$ cat src/lcs_pkg.sv
// ----------------------------------------------------------------------------
// lcs_pkg: shared types and constants for the LCS length engine
// Sizes of the reference row, symbol width, action codes, cell token and
// cell control bundles.
// ----------------------------------------------------------------------------
`default_nettype none

package lcs_pkg;

  localparam int MAX_LEN = 256;
  localparam int LEN_W   = $clog2(MAX_LEN + 1);
  localparam int SYM_W   = 8;
  localparam int DIST_W  = LEN_W + 1;

  localparam logic ACT_REF   = 1'b0;
  localparam logic ACT_QUERY = 1'b1;

  // one query symbol moving down the chain of cells
  typedef struct packed {
    logic             valid;
    logic             upd;
    logic             last;
    logic [SYM_W-1:0] sym;
    logic [LEN_W-1:0] diag;
    logic [LEN_W-1:0] left;
  } token_t;

  typedef struct packed {
    logic clear_row;
    logic flush;
    logic clear_active;
  } cell_ctl_t;

endpackage

`default_nettype wire

$ cat src/lcs_cell.sv
// ----------------------------------------------------------------------------
// lcs_cell: one reference position of the LCS row
// Holds one reference symbol and its DP value, updates the value from the
// passing query token and hands the token to the next cell.
// ----------------------------------------------------------------------------
`default_nettype none

module lcs_cell
  import lcs_pkg::*;
(
  input  wire logic             clk,
  input  wire logic             rst,
  input  wire cell_ctl_t        ctl,
  input  wire logic             wr_en,
  input  wire logic [SYM_W-1:0] wr_sym,
  input  wire token_t           tok_in,
  output token_t                tok_out
);

  logic [SYM_W-1:0] sym;
  logic             active;
  logic [LEN_W-1:0] value;
  logic [LEN_W-1:0] value_next;
  logic             apply;
  logic             match;
  token_t           tok_next;

  always_comb begin
    match = (tok_in.sym == sym);
    if (match) begin
      value_next = tok_in.diag + LEN_W'(1);
    end else begin
      value_next = (value > tok_in.left) ? value : tok_in.left;
    end
    apply = tok_in.valid && tok_in.upd && active;

    tok_next       = tok_in;
    tok_next.diag  = value;
    if (active) begin
      tok_next.left = apply ? value_next : value;
    end else begin
      tok_next.left = tok_in.left;
    end
  end

  always_ff @(posedge clk) begin
    if (wr_en) begin
      sym <= wr_sym;
    end
  end

  always_ff @(posedge clk) begin
    if (rst) begin
      active <= 1'b0;
    end else if (wr_en) begin
      active <= 1'b1;
    end else if (ctl.clear_active) begin
      active <= 1'b0;
    end
  end

  always_ff @(posedge clk) begin
    if (rst || ctl.clear_row) begin
      value <= '0;
    end else if (apply) begin
      value <= value_next;
    end
  end

  always_ff @(posedge clk) begin
    if (rst || ctl.flush) begin
      tok_out.valid <= 1'b0;
    end else begin
      tok_out.valid <= tok_next.valid;
    end
    tok_out.upd  <= tok_next.upd;
    tok_out.last <= tok_next.last;
    tok_out.sym  <= tok_next.sym;
    tok_out.diag <= tok_next.diag;
    tok_out.left <= tok_next.left;
  end

endmodule

`default_nettype wire

$ cat config.mk
export PLATFORM = sky130hd
export DESIGN_NAME = lcs_cell
export DESIGN_NICKNAME = d
export VERILOG_FILES = /design/src/lcs_pkg.sv /design/src/lcs_cell.sv
export SDC_FILE = /design/constraint.sdc
export NUM_CORES = 1
export LEC_CHECK = 0
export BUFFER_PORTS_ARGS = -buffer_cell sky130_fd_sc_hd__buf_2
export CAP_MARGIN = 15
export CORE_MARGIN = 4
export CORE_UTILIZATION = 48
export DETAILED_ROUTE_END_ITERATION = 7
export HOLD_SLACK_MARGIN = 0.06
export PLACE_DENSITY = 0.77
export SLEW_MARGIN = 20
export SYNTH_ARGS = -nofsm -noshare
export SYNTH_HDL_FRONTEND = slang
export SYNTH_SLANG_ARGS = --single-unit
$ cat constraint.sdc
create_clock -name clk -period 3.5 [get_ports clk]
set_input_delay 0.875 -clock clk [delete_from_list [all_inputs] [get_ports clk]]
set_output_delay 0.875 -clock clk [all_outputs]
set_load 0.01 [all_outputs]
==> results of run 1 <==
==> through the flow <==
step / setup slack (ns) / utilization, % / power, mW
final: 0.624 / 62.2 / 1.09
after global routing: 0.492 / 62.2 / 1.15
after CTS: 0.681 / 62.2 / 1.10
after detailed placement: 0.381 / 59.5 / 0.721
after global placement: 0.434 / 59.5 / 0.720
after floorplan: 0.836 / - / 0.661
==> cells by family (layout without fill, tap and decap cells) <==
kind of cell	Yosys count	count (layout)
and+or+nand+nor	59	59
AOI/OAI and AO/OA	46	46
DFF	47	47
adders and majority gates	10	10
buffers and inverters	20	92
xor gates and xnor gates	15	15
muxes	3	3
==> synth_stat cells, types with 2 or more instances <==
library cell / instances
dfxtp_1: 39
nor2_1: 17
a21oi_1: 14
inv_1: 12
xor2_1: 12
nand2_1: 11
ha_1: 10
edfxtp_1: 8
nand3_1: 7
o21ai_0: 6
nand4_1: 4
a211oi_1: 3
and3_1: 3
mux2_2: 3
o2bb2ai_1: 3
xnor2_1: 3
a221oi_1: 2
a22oi_1: 2
a311oi_1: 2
and2_1: 2
buf_4: 2
buf_6: 2
clkbuf_1: 2
nor3_1: 2
nor3b_1: 2
nor4_1: 2
o211ai_1: 2
o211ai_2: 2
o21ai_1: 2
o31ai_1: 2
or3_1: 2
==> critical path, stage by stage <==
cell	delay [ns]
buf_2	0.07
inv_1	0.05
ha_1	0.33
a21oi_1	0.18
o21ai_0	0.16
o211ai_2	0.55
mux2_2	0.40
a221oi_1	0.31
a21oi_1	0.11
==> sequential cells by signal, summed over array words and instances, names as in the netlist <==
signal and count:
active 1, sym 8, tok_out 29, value 9
==> area by class of cell <==
type | count | share of cell area (%)
Clock buffer | 6 | 2.90
Clock inverter | 2 | 1.50
Timing Repair Buffer | 72 | 14.5
Multi-Input combinational cell | 133 | 36.1
Sequential cell | 47 | 40.7
Tap cell | 50 | 2.50
Inverter | 12 | 1.80
==> cells in the final DEF (no fill, tap or decap), drive strengths merged, types with 4 or more instances in the layout <==
master,instances
buf,72
dfxtp,39
nor2,17
a21oi,14
inv,12
xor2,12
nand2,11
ha,10
edfxtp,8
o21ai,8
nand3,7
clkbuf,6
nand4,4
o211ai,4
==> power breakdown <==
group	leakage, nW	internal (mW)	switching (mW)
combinational	0.672	0.0566	0.0678
sequential	0.400	0.576	0.00799
clock	0.0514	0.213	0.173
total	1.12	0.846	0.248
==> layer usage <==
layer | global-route usage, % | up-vias | wire length (um)
li1 | - | 872 | -
met1 | 21.0 | 753 | 1870
met2 | 28.7 | 59 | 2090
met3 | 4.82 | 7 | 293
met4 | 4.30 | 0 | 55
met5 | 0 | - | 0
==> final timing paths <==
path | startpoint | end | slack [ns]
setup / recovery | tok_in[8] | tok_out[5] | 0.62
setup reg to reg | value[8] | tok_out[5] | 0.93
hold / removal | value[4] | tok_out[13] | 0.38
hold reg to reg | value[4] | tok_out[13] | 0.38
==> impl_summary.log, run 1 <==
INFO  metric timing.final.crit_period = roughly 2.9 ns
INFO  metric final-seq-area = a little over 1000 um2
INFO  metric cp.arrival = approximately 3.1 ns
INFO  metric antenna_found_initial = 0
INFO  metric fin_worst_hold_slack = 0.382 ns
INFO  metric synth_compound_gate_area_share = 15.5%
INFO  metric tritoncts = yes
INFO  metric synth-edff-count = 8
INFO  metric cts_h_tree_lvls = 2
INFO  metric design.final.nets = 324
INFO  metric vias = around 1700
INFO  metric slew_headroom = 59.6%
INFO  metric setup_repair_after_global_routing_missed_its_margin = false
INFO  metric critPathRequiredTime = about 3.7 ns
INFO  metric grt_first_pass_wirelength = about 7 mm
INFO  metric die_area = between 5000 and 6000 um2
INFO  metric finish.instance_area = around 2500 um2
INFO  metric gr-total-overflow = 0
INFO  metric drt_first_iter_violations = roughly 120
INFO  metric report.final.slew_viol_count = 0
INFO  metric hpwlAfterDp = around 3.3 mm
INFO  metric synth-adder-area-share = just over 6%
INFO  metric timing.clock.skew = between 0.009 and 0.01 ns
INFO  metric avgViaCountPerCell = about 5.3
INFO  metric syn_nets = ~250
INFO  metric cell_taking_the_most_area_after_synthesis = dfxtp_1
INFO  metric synth-xor-area-share = about 6.5%
INFO  metric setup-violations-final = 0
INFO  metric post_synth_num_cell_types = 46
INFO  metric layout-area-overhead-vs-synth = 23.8%
INFO  metric fillers = approximately 360
INFO  metric logic_depth_of_the_worst_register_to_register_path = 7
INFO  metric worstPathMaxFanout = 13
INFO  metric post_route_cells_drive_above_1_share = between 30% and 40%
INFO  metric most_area_consuming_cells_after_synthesis = dfxtp_1 39%, edfxtp_1 12%, ha_1 6.2%, xor2_1 5.2%, a21oi_1 3.5%
INFO  metric die_x = ~73 um
INFO  metric firstDrtPassIters = 4
INFO  metric postSynth.asyncResetShare = 0%
INFO  metric floorplan.core_area = 4030 um2
INFO  metric post_layout_nonfiller_instances = between 300 and 400
INFO  metric max-cap-violations = 0
INFO  metric post_cts_resized = 0
INFO  metric worst_hold_path.num_cells = 0
INFO  metric critical_path.startpoint_type = primary input
INFO  metric yosys_register_bits = 47
INFO  metric syn_inst = 200
INFO  metric actual_slew_at_the_worst_max_slew_pin = 0.605 ns
INFO  metric numCtsBuffers = 5
INFO  metric dieHeight = between 70 and 80 um
INFO  metric ctsRootBufferMaster = clkbuf_8
INFO  metric report.final.hold_viol_count = 0
INFO  metric final.setup.tns = 0 ns
INFO  metric final_min_period_over_clock_period = 82.2%
INFO  metric main_combinational_cell_family_by_area_after_synthesis = compound AO/OA/AOI/OAI gates
INFO  metric synthDominantCellAreaShare = about two fifths
INFO  metric power.ir.vdd_worst = 233 uV
INFO  metric grt_max_degree = 19
INFO  metric synth_top_flop_cell = dfxtp_1
INFO  metric drcViolationCount = 0
INFO  metric starting_density = about half
INFO  metric avgRoutedWirePerCell = 13.4 um
INFO  metric clkTransAtPathRegs = 0.08 ns
INFO  metric number_of_buffers_inserted_by_hold_repair_at_cts = 0
INFO  metric outcome = finished clean
INFO  metric synth.avg_cell_area = 10.1 um2
INFO  metric critPathCaptureType = flip-flop
INFO  metric worst-setup-path-type = primary input to flip-flop
INFO  metric yosys_warnings = 0
INFO  metric routability_congestion_estimate = ~0.82
INFO  metric insertedDiodeCount = 0
INFO  metric synthSimpleGateAreaFrac = 14.8%
INFO  metric multi_input_combinational_cell_area = around 900 um2
INFO  metric totalWireLength = about 4.3 mm
INFO  metric place.detailed.instances = approximately 310
INFO  metric overall_global_routing_resource_usage = ~17%
INFO  metric clock_insertion_delay_at_the_later_pin_of_the_skew_report = roughly 0.3 ns
INFO  metric timing.hold.worst.class = flip-flop to flip-flop
INFO  metric io_pins = 72
INFO  metric cts_max_path_buffers = 2
INFO  metric clock_sink_count = 47
INFO  metric seq_area_frac_synth = between 50 and 60%
INFO  metric setup_buffers_after_cts = 0
INFO  metric power_per_cell_area = approximately 440 nW/um2
INFO  metric total_leakage_power = 1.12 nW
INFO  metric drt.antenna.violating_nets = 0
INFO  metric syn-cell-area = ~2000 um2
INFO  metric yosys-mux-area-fraction = 1.67%
INFO  metric postPlaceCellArea = 2400 um2
INFO  metric via_count_of_the_first_global_routing_pass = between 1500 and 2000
INFO  metric std_cell_rows = 23
INFO  metric io_buffer_count = between 70 and 80
INFO  metric highest_clock_rate = between 300 and 400 MHz
(Power assumes the default switching activity.)
==> run 2: changes to the inputs <==
- clock period: 3.5 -> 2.8 ns (I/O delays scaled with it)
==> run 2 against run 1 <==
Net effect: total power up 25%; combinational power up 30%; first-iteration DRC count down 7.6%; count of clock-buffer cells in the layout unchanged; wire length up 7.0%; utilization up 0.75 points; critical path type unchanged; largest cell class unchanged; largest power group unchanged.
==> impl_summary.log, run 2 (synthesized netlist as in run 1, its figures left out) <==
INFO  metric tritoncts = yes
INFO  metric vias = 1736
INFO  metric grt_max_degree = 19
INFO  metric insertedDiodeCount = 0
INFO  metric die_area = 5320 um2
INFO  metric report.final.hold_viol_count = 0
INFO  metric setup_repair_after_global_routing_missed_its_margin = false
INFO  metric critical_path.startpoint_type = primary input
INFO  metric max_flop_register = tok_out
INFO  metric multi_input_combinational_cell_area = between 900 and 1000 um2
INFO  metric final.setup.tns = 0 ns
INFO  metric actual_slew_at_the_worst_max_slew_pin = ~0.49 ns
INFO  metric total_leakage_power = approximately 1.1 nW
INFO  metric report.final.slew_viol_count = 0
INFO  metric outcome = finished clean
INFO  metric drt.antenna.violating_nets = 0
INFO  metric number_of_buffers_inserted_by_hold_repair_at_cts = 0
INFO  metric cts_max_path_buffers = 2
INFO  metric io_pins = 72
INFO  metric floorplan.core_area = about 4000 um2
INFO  metric most_used_cells_in_the_layout_excluding_fill_and_tap_cells = 71 x buf_2, 39 x dfxtp_1, 17 x nor2_1
INFO  metric cts_h_tree_lvls = 2
INFO  metric dp_slack = about 0.0012 ns
INFO  metric layout-area-overhead-vs-synth = 25.3%
INFO  metric setup_buffers_after_cts = 0
INFO  metric highest_clock_rate = between 300 and 400 MHz
INFO  metric slew_headroom = 67.3%
INFO  metric final_standard_cell_utilization_of_the_core = between 60% and 70%
INFO  metric clkTransAtPathRegs = about 0.08 ns
INFO  metric clock_insertion_delay_at_the_later_pin_of_the_skew_report = ~0.3 ns
INFO  metric post_cts_resized = 0
INFO  metric postPlaceCellArea = between 2000 and 2500 um2
INFO  metric ctsRootBufferMaster = clkbuf_8
INFO  metric fin_worst_hold_slack = 0.384 ns
INFO  metric avgViaCountPerCell = 5.33
INFO  metric power_per_cell_area = roughly 540 nW/um2
INFO  metric routability_congestion_estimate = between 0.8 and 0.9
INFO  metric gr-total-overflow = 0
INFO  metric critPathRequiredTime = 2.98 ns
INFO  metric design.final.nets = around 330
INFO  metric clock_sink_count = 47
INFO  metric critPathCaptureType = flip-flop
INFO  metric final_common_cell = buf_2
INFO  metric cp.arrival = ~2.7 ns
INFO  metric io_buffer_count = 71
INFO  metric setup_ws = around 0.27 ns
INFO  metric timing.hold.worst.class = flip-flop to flip-flop
INFO  metric final_min_period_over_clock_period = between 90 and 100%
INFO  metric fillers = between 300 and 400
INFO  metric max-cap-violations = 0
INFO  metric dieHeight = roughly 73 um
INFO  metric final-seq-area = between 1000 and 1500 um2
INFO  metric antenna_found_initial = 0
INFO  metric timing.clock.skew = about 0.0086 ns
INFO  metric setup-violations-final = 0
INFO  metric biggestRegsByFlops = tok_out: 29 flops, value: 9 flops, sym: 8 flops
INFO  metric hpwlAfterDp = between 3 and 4 mm
INFO  metric largest_register_ff_count = 29
INFO  metric avgRoutedWirePerCell = 14.2 um
INFO  metric drt_first_iter_violations = approximately 110
INFO  metric power.ir.vdd_worst = just under 400 uV
INFO  metric drcViolationCount = 0
INFO  metric numCtsBuffers = 5
INFO  metric die_x = between 70 and 80 um
INFO  metric starting_density = around half
INFO  metric std_cell_rows = 23
INFO  metric via_count_of_the_first_global_routing_pass = about 1600
INFO  metric worst-setup-path-type = primary input to flip-flop
INFO  metric timing.final.crit_period = about 2.5 ns
INFO  metric finish.instance_area = 2540 um2
INFO  metric totalWireLength = 4.62 mm
INFO  metric grt_first_pass_wirelength = approximately 7.3 mm
INFO  metric worstPathMaxFanout = 9
INFO  metric firstDrtPassIters = 4
INFO  metric overall_global_routing_resource_usage = a little under a fifth
INFO  metric post_route_cells_drive_above_1_share = between 30% and 40%
run 2: critical path, stage by stage:
cell and delay, ns:
buf_2 0.10, inv_1 0.06, ha_1 0.31, nand4_1 0.16, or3_1 0.40, o211ai_2 0.14
buf_4 0.22, mux2_2 0.34, o21ai_0 0.16, o211ai_1 0.11
run 2: report_power, final:
part,total (mW),internal [mW],switching [mW]
sequential,0.730,0.720,0.0100
combinational,0.161,0.0731,0.0878
clock,0.478,0.266,0.212
total,1.37,1.06,0.310
run 2: per-stage QoR:
step	total power [mW]	std cells
final	1.37	326
after global routing	1.44	326
after CTS	1.38	326
after detailed placement	0.906	318
after global placement	0.902	318
after floorplan	0.826	200
run 2: final cells by class:
cell class	instances	share of cell area, %
timing repair buffer	76	15.5
clock buffer	6	2.86
inverter	12	1.78
clock inverter	2	1.48
tap	50	2.47
multi-input combinational	133	35.7
sequential	47	40.3
run 2: final timing paths:
path	from	slack, ns	endpoint	depth (start not counted)
worst max-delay path	tok_in[7]	0.27	tok_out[7]	10
worst min-delay path	value[4]	0.38	tok_out[13]	0
worst max register to register	value[8]	0.43	tok_out[7]	8
worst min register to register	value[4]	0.38	tok_out[13]	0
run 2: layer usage:
metal	wire, um	vias up	global-route usage, %
met1	1940	814	22.9
met2	2280	52	29.3
met3	333	6	5.79
met5	0	-	0
met4	61	0	5.74
li1	-	864	-
==> run 3: changes to the inputs <==
- ABC_AREA: unset -> 1
- CORE_MARGIN: 4 -> 2
- PLACE_DENSITY: 0.77 -> 0.76
==> run 3 against run 2 <==
Net effect: die area decreased by 3.7%; count of clock-buffer cells in the layout unchanged; final area grew 6.0%; wire length about the same; critical path depth grew 3; largest power group unchanged; sequential cell count did not move.
==> impl_summary.log, run 3 <==
INFO  metric actual_slew_at_the_worst_max_slew_pin = 0.455 ns
INFO  metric p_sw = 341 uW
INFO  metric numCtsBuffers = 5
INFO  metric drt.antenna.violating_nets = 0
INFO  metric clkTransAtPathRegs = approximately 0.080 ns
INFO  metric most_area_consuming_cells_after_synthesis = dfxtp_1 36%, nand2_1 20%, edfxtp_1 11%, inv_1 7.4%, ha_1 5.7%
INFO  metric gr-total-overflow = 0
INFO  metric critical_path.startpoint_type = primary input
INFO  metric via_count_of_the_first_global_routing_pass = about 1900
INFO  metric synth_commonest_cells = 118 x nand2_1, 43 x inv_1, 39 x dfxtp_1
INFO  metric swShare = between 20% and 30%
INFO  metric critPathCaptureType = flip-flop
INFO  metric io_buffer_count = 71
INFO  metric worst_hold_path.num_cells = 0
INFO  metric yosys_register_bits = 47
INFO  metric report.final.hold_viol_count = 0
INFO  metric part_of_the_power_in_registers = a little under three fifths
INFO  metric vias = approximately 2000
INFO  metric outcome = finished clean
INFO  metric postSynth.asyncResetShare = 0%
INFO  metric timing.final.crit_period = a little under 2 ns
INFO  metric floorplan.core_area = ~4400 um2
INFO  metric die_x = approximately 70 um
INFO  metric routability_congestion_estimate = around 0.90
INFO  metric most_used_cells_in_the_layout_excluding_fill_and_tap_cells = 118 x nand2_1, 71 x buf_2, 43 x inv_1
INFO  metric overall_global_routing_resource_usage = approximately 20%
INFO  metric fillers = roughly 400
INFO  metric logic_depth_of_the_worst_register_to_register_path = 11
INFO  metric cts_h_tree_lvls = 2
INFO  metric max_flop_register = tok_out
INFO  metric cts_max_path_buffers = 2
INFO  metric report.final.slew_viol_count = 0
INFO  metric synthDominantCellAreaShare = 35.6%
INFO  metric highest_clock_rate = about 510 MHz
INFO  metric syn_nets = between 300 and 400
INFO  metric synth.most_common_cell = nand2_1
INFO  metric critPathRequiredTime = around 3.0 ns
INFO  metric total_leakage_power = approximately 1.5 nW
INFO  metric insertedDiodeCount = 0
INFO  metric max-cap-violations = 0
INFO  metric post_synth_num_cell_types = 22
INFO  metric biggestRegsByFlops = tok_out: 29 flops, value: 9 flops, sym: 8 flops
INFO  metric worstPathMaxFanout = 9
INFO  metric setup_buffers_after_cts = 0
INFO  metric cell_taking_the_most_area_after_synthesis = dfxtp_1
INFO  metric postPlaceCellArea = 2600 um2
INFO  metric largest_register_ff_count = 29
INFO  metric tritoncts = yes
INFO  metric synth-edff-count = 8
INFO  metric setup-violations-final = 0
INFO  metric worst-setup-path-type = primary input to flip-flop
INFO  metric timing.hold.worst.class = flip-flop to flip-flop
INFO  metric grt_first_pass_wirelength = 8.05 mm
INFO  metric cp.arrival = between 2 and 2.5 ns
INFO  metric drt_first_iter_violations = 94
INFO  metric post_route_cells_drive_above_1_share = a little under a quarter
INFO  metric design.final.nets = 432
INFO  metric avgViaCountPerCell = 4.61
INFO  metric combPwrFrac = between 10 and 15%
INFO  metric power_per_cell_area = about 490 nW/um2
INFO  metric post_cts_resized = 0
INFO  metric avgRoutedWirePerCell = between 10 and 15 um
INFO  metric die_area = 5120 um2
INFO  metric p_int = roughly 970 uW
INFO  metric antenna_found_initial = 0
INFO  metric slew_headroom = between 60% and 70%
INFO  metric final_min_period_over_clock_period = a little over two thirds
INFO  metric finish.instance_area = ~2700 um2
INFO  metric syn_inst = between 300 and 400
INFO  metric drcViolationCount = 0
INFO  metric ctsRootBufferMaster = clkbuf_8
INFO  metric timing.clock.skew = 0.00952 ns
INFO  metric clock_sink_count = 47
INFO  metric firstDrtPassIters = 4
INFO  metric dieHeight = around 72 um
INFO  metric clock_insertion_delay_at_the_later_pin_of_the_skew_report = approximately 0.3 ns
INFO  metric pwr-share-clk = between 30% and 40%
INFO  metric layout-area-overhead-vs-synth = 22.7%
INFO  metric std_cell_rows = 24
INFO  metric setup_repair_after_global_routing_missed_its_margin = false
INFO  metric final.setup.tns = 0 ns
INFO  metric grt_max_degree = 15
INFO  metric syn-cell-area = 2190 um2
INFO  metric seq_area_frac_synth = a little under half
INFO  metric io_pins = between 70 and 80
INFO  metric power.ir.vdd_worst = between 200 and 250 uV
INFO  metric final_common_cell = nand2_1
INFO  metric totalWireLength = ~4.6 mm
INFO  metric number_of_buffers_inserted_by_hold_repair_at_cts = 0
INFO  metric yosys_warnings = 0
INFO  metric synth.avg_cell_area = 7.25 um2
INFO  metric synth_top_flop_cell = dfxtp_1
INFO  metric hpwlAfterDp = 3.56 mm
INFO  metric starting_density = between 40% and 50%
run 3: cell count changes in the layout (fill, tap and decap cells not counted), moves of 4 or more:
cell	delta
nand2_1	+107
nor2_1	+9
xor2_1	-12
inv_1	+31
a21oi_1	-8
buf_4	-5
nand3_1	+16
o21ai_0	-4
nand2_2	+5
clkinv_1	+5
run 3: area by class of cell:
class / count / area [um2] / share of cell area (%)
Sequential cell: 47 / 1020 / 38.0
Multi-Input combinational cell: 206 / 982 / 36.5
Timing Repair Buffer: 71 / 355 / 13.2
Inverter: 48 / 180 / 6.70
Clock buffer: 6 / 72.6 / 2.70
Tap cell: 52 / 65.1 / 2.42
Clock inverter: 2 / 12.5 / 0.465
run 3: per-layer routing:
layer	up-vias	share of wire, %	track usage, %
met5	-	0	0
met4	0	2.9	9.01
met3	13	6.3	4.64
met2	61	46	32.6
met1	845	45	26.1
li1	1074	-	-
run 3: through the flow:
step | cells | total power [mW] | util (%) | setup slack, ns | hold WS [ns]
floorplan | 302 | 0.853 | - | 0.808 | 0.331
global placement | 424 | 0.926 | 59.4 | 0.578 | 0.338
detailed placement | 424 | 0.931 | 59.4 | 0.525 | 0.341
CTS | 432 | 1.32 | 61.3 | 0.833 | 0.356
global route | 432 | 1.39 | 61.3 | 0.653 | 0.366
finish | 432 | 1.31 | 61.3 | 0.821 | 0.353
run 3: logic make-up after synthesis:
| group | count (synthesis) | synth area share, % |
|---|---|---|
| flops | 47 | 46.6 |
| simple gates | 184 | 35.8 |
| fa+ha+maj | 10 | 5.71 |
| compound gates | 9 | 2.17 |
| xor+xnor | 3 | 1.20 |
| buf+inv | 49 | 8.57 |
run 3: worst paths after layout:
path,from,slack (ns),end
worst max-delay path,tok_in[8],0.82,tok_out[0]
worst min-delay path,value[0],0.35,tok_out[9]
worst max register to register,value[8],1.04,tok_out[0]
worst min register to register,value[0],0.35,tok_out[9]
run 3: worst max-delay path, stage by stage:
cell and delay (ns):
buf_2 0.09, inv_1 0.05, ha_1 0.31, nand2_2 0.10, inv_1 0.04, a21oi_1 0.16, nand3_2 0.15, nand2_2 0.19
nand3_1 0.10, nand2_1 0.07, nand2_1 0.06, nand3_1 0.08, nand2_1 0.06
run 3: power by group through the flow:
stage | clock network (mW) | registers, mW | logic (mW)
final | 0.396 | 0.733 | 0.181
after global routing | 0.444 | 0.738 | 0.209
after CTS | 0.408 | 0.734 | 0.183
after detailed placement | 0 | 0.750 | 0.181
after global placement | 0 | 0.749 | 0.177
after floorplan | 0 | 0.757 | 0.0955
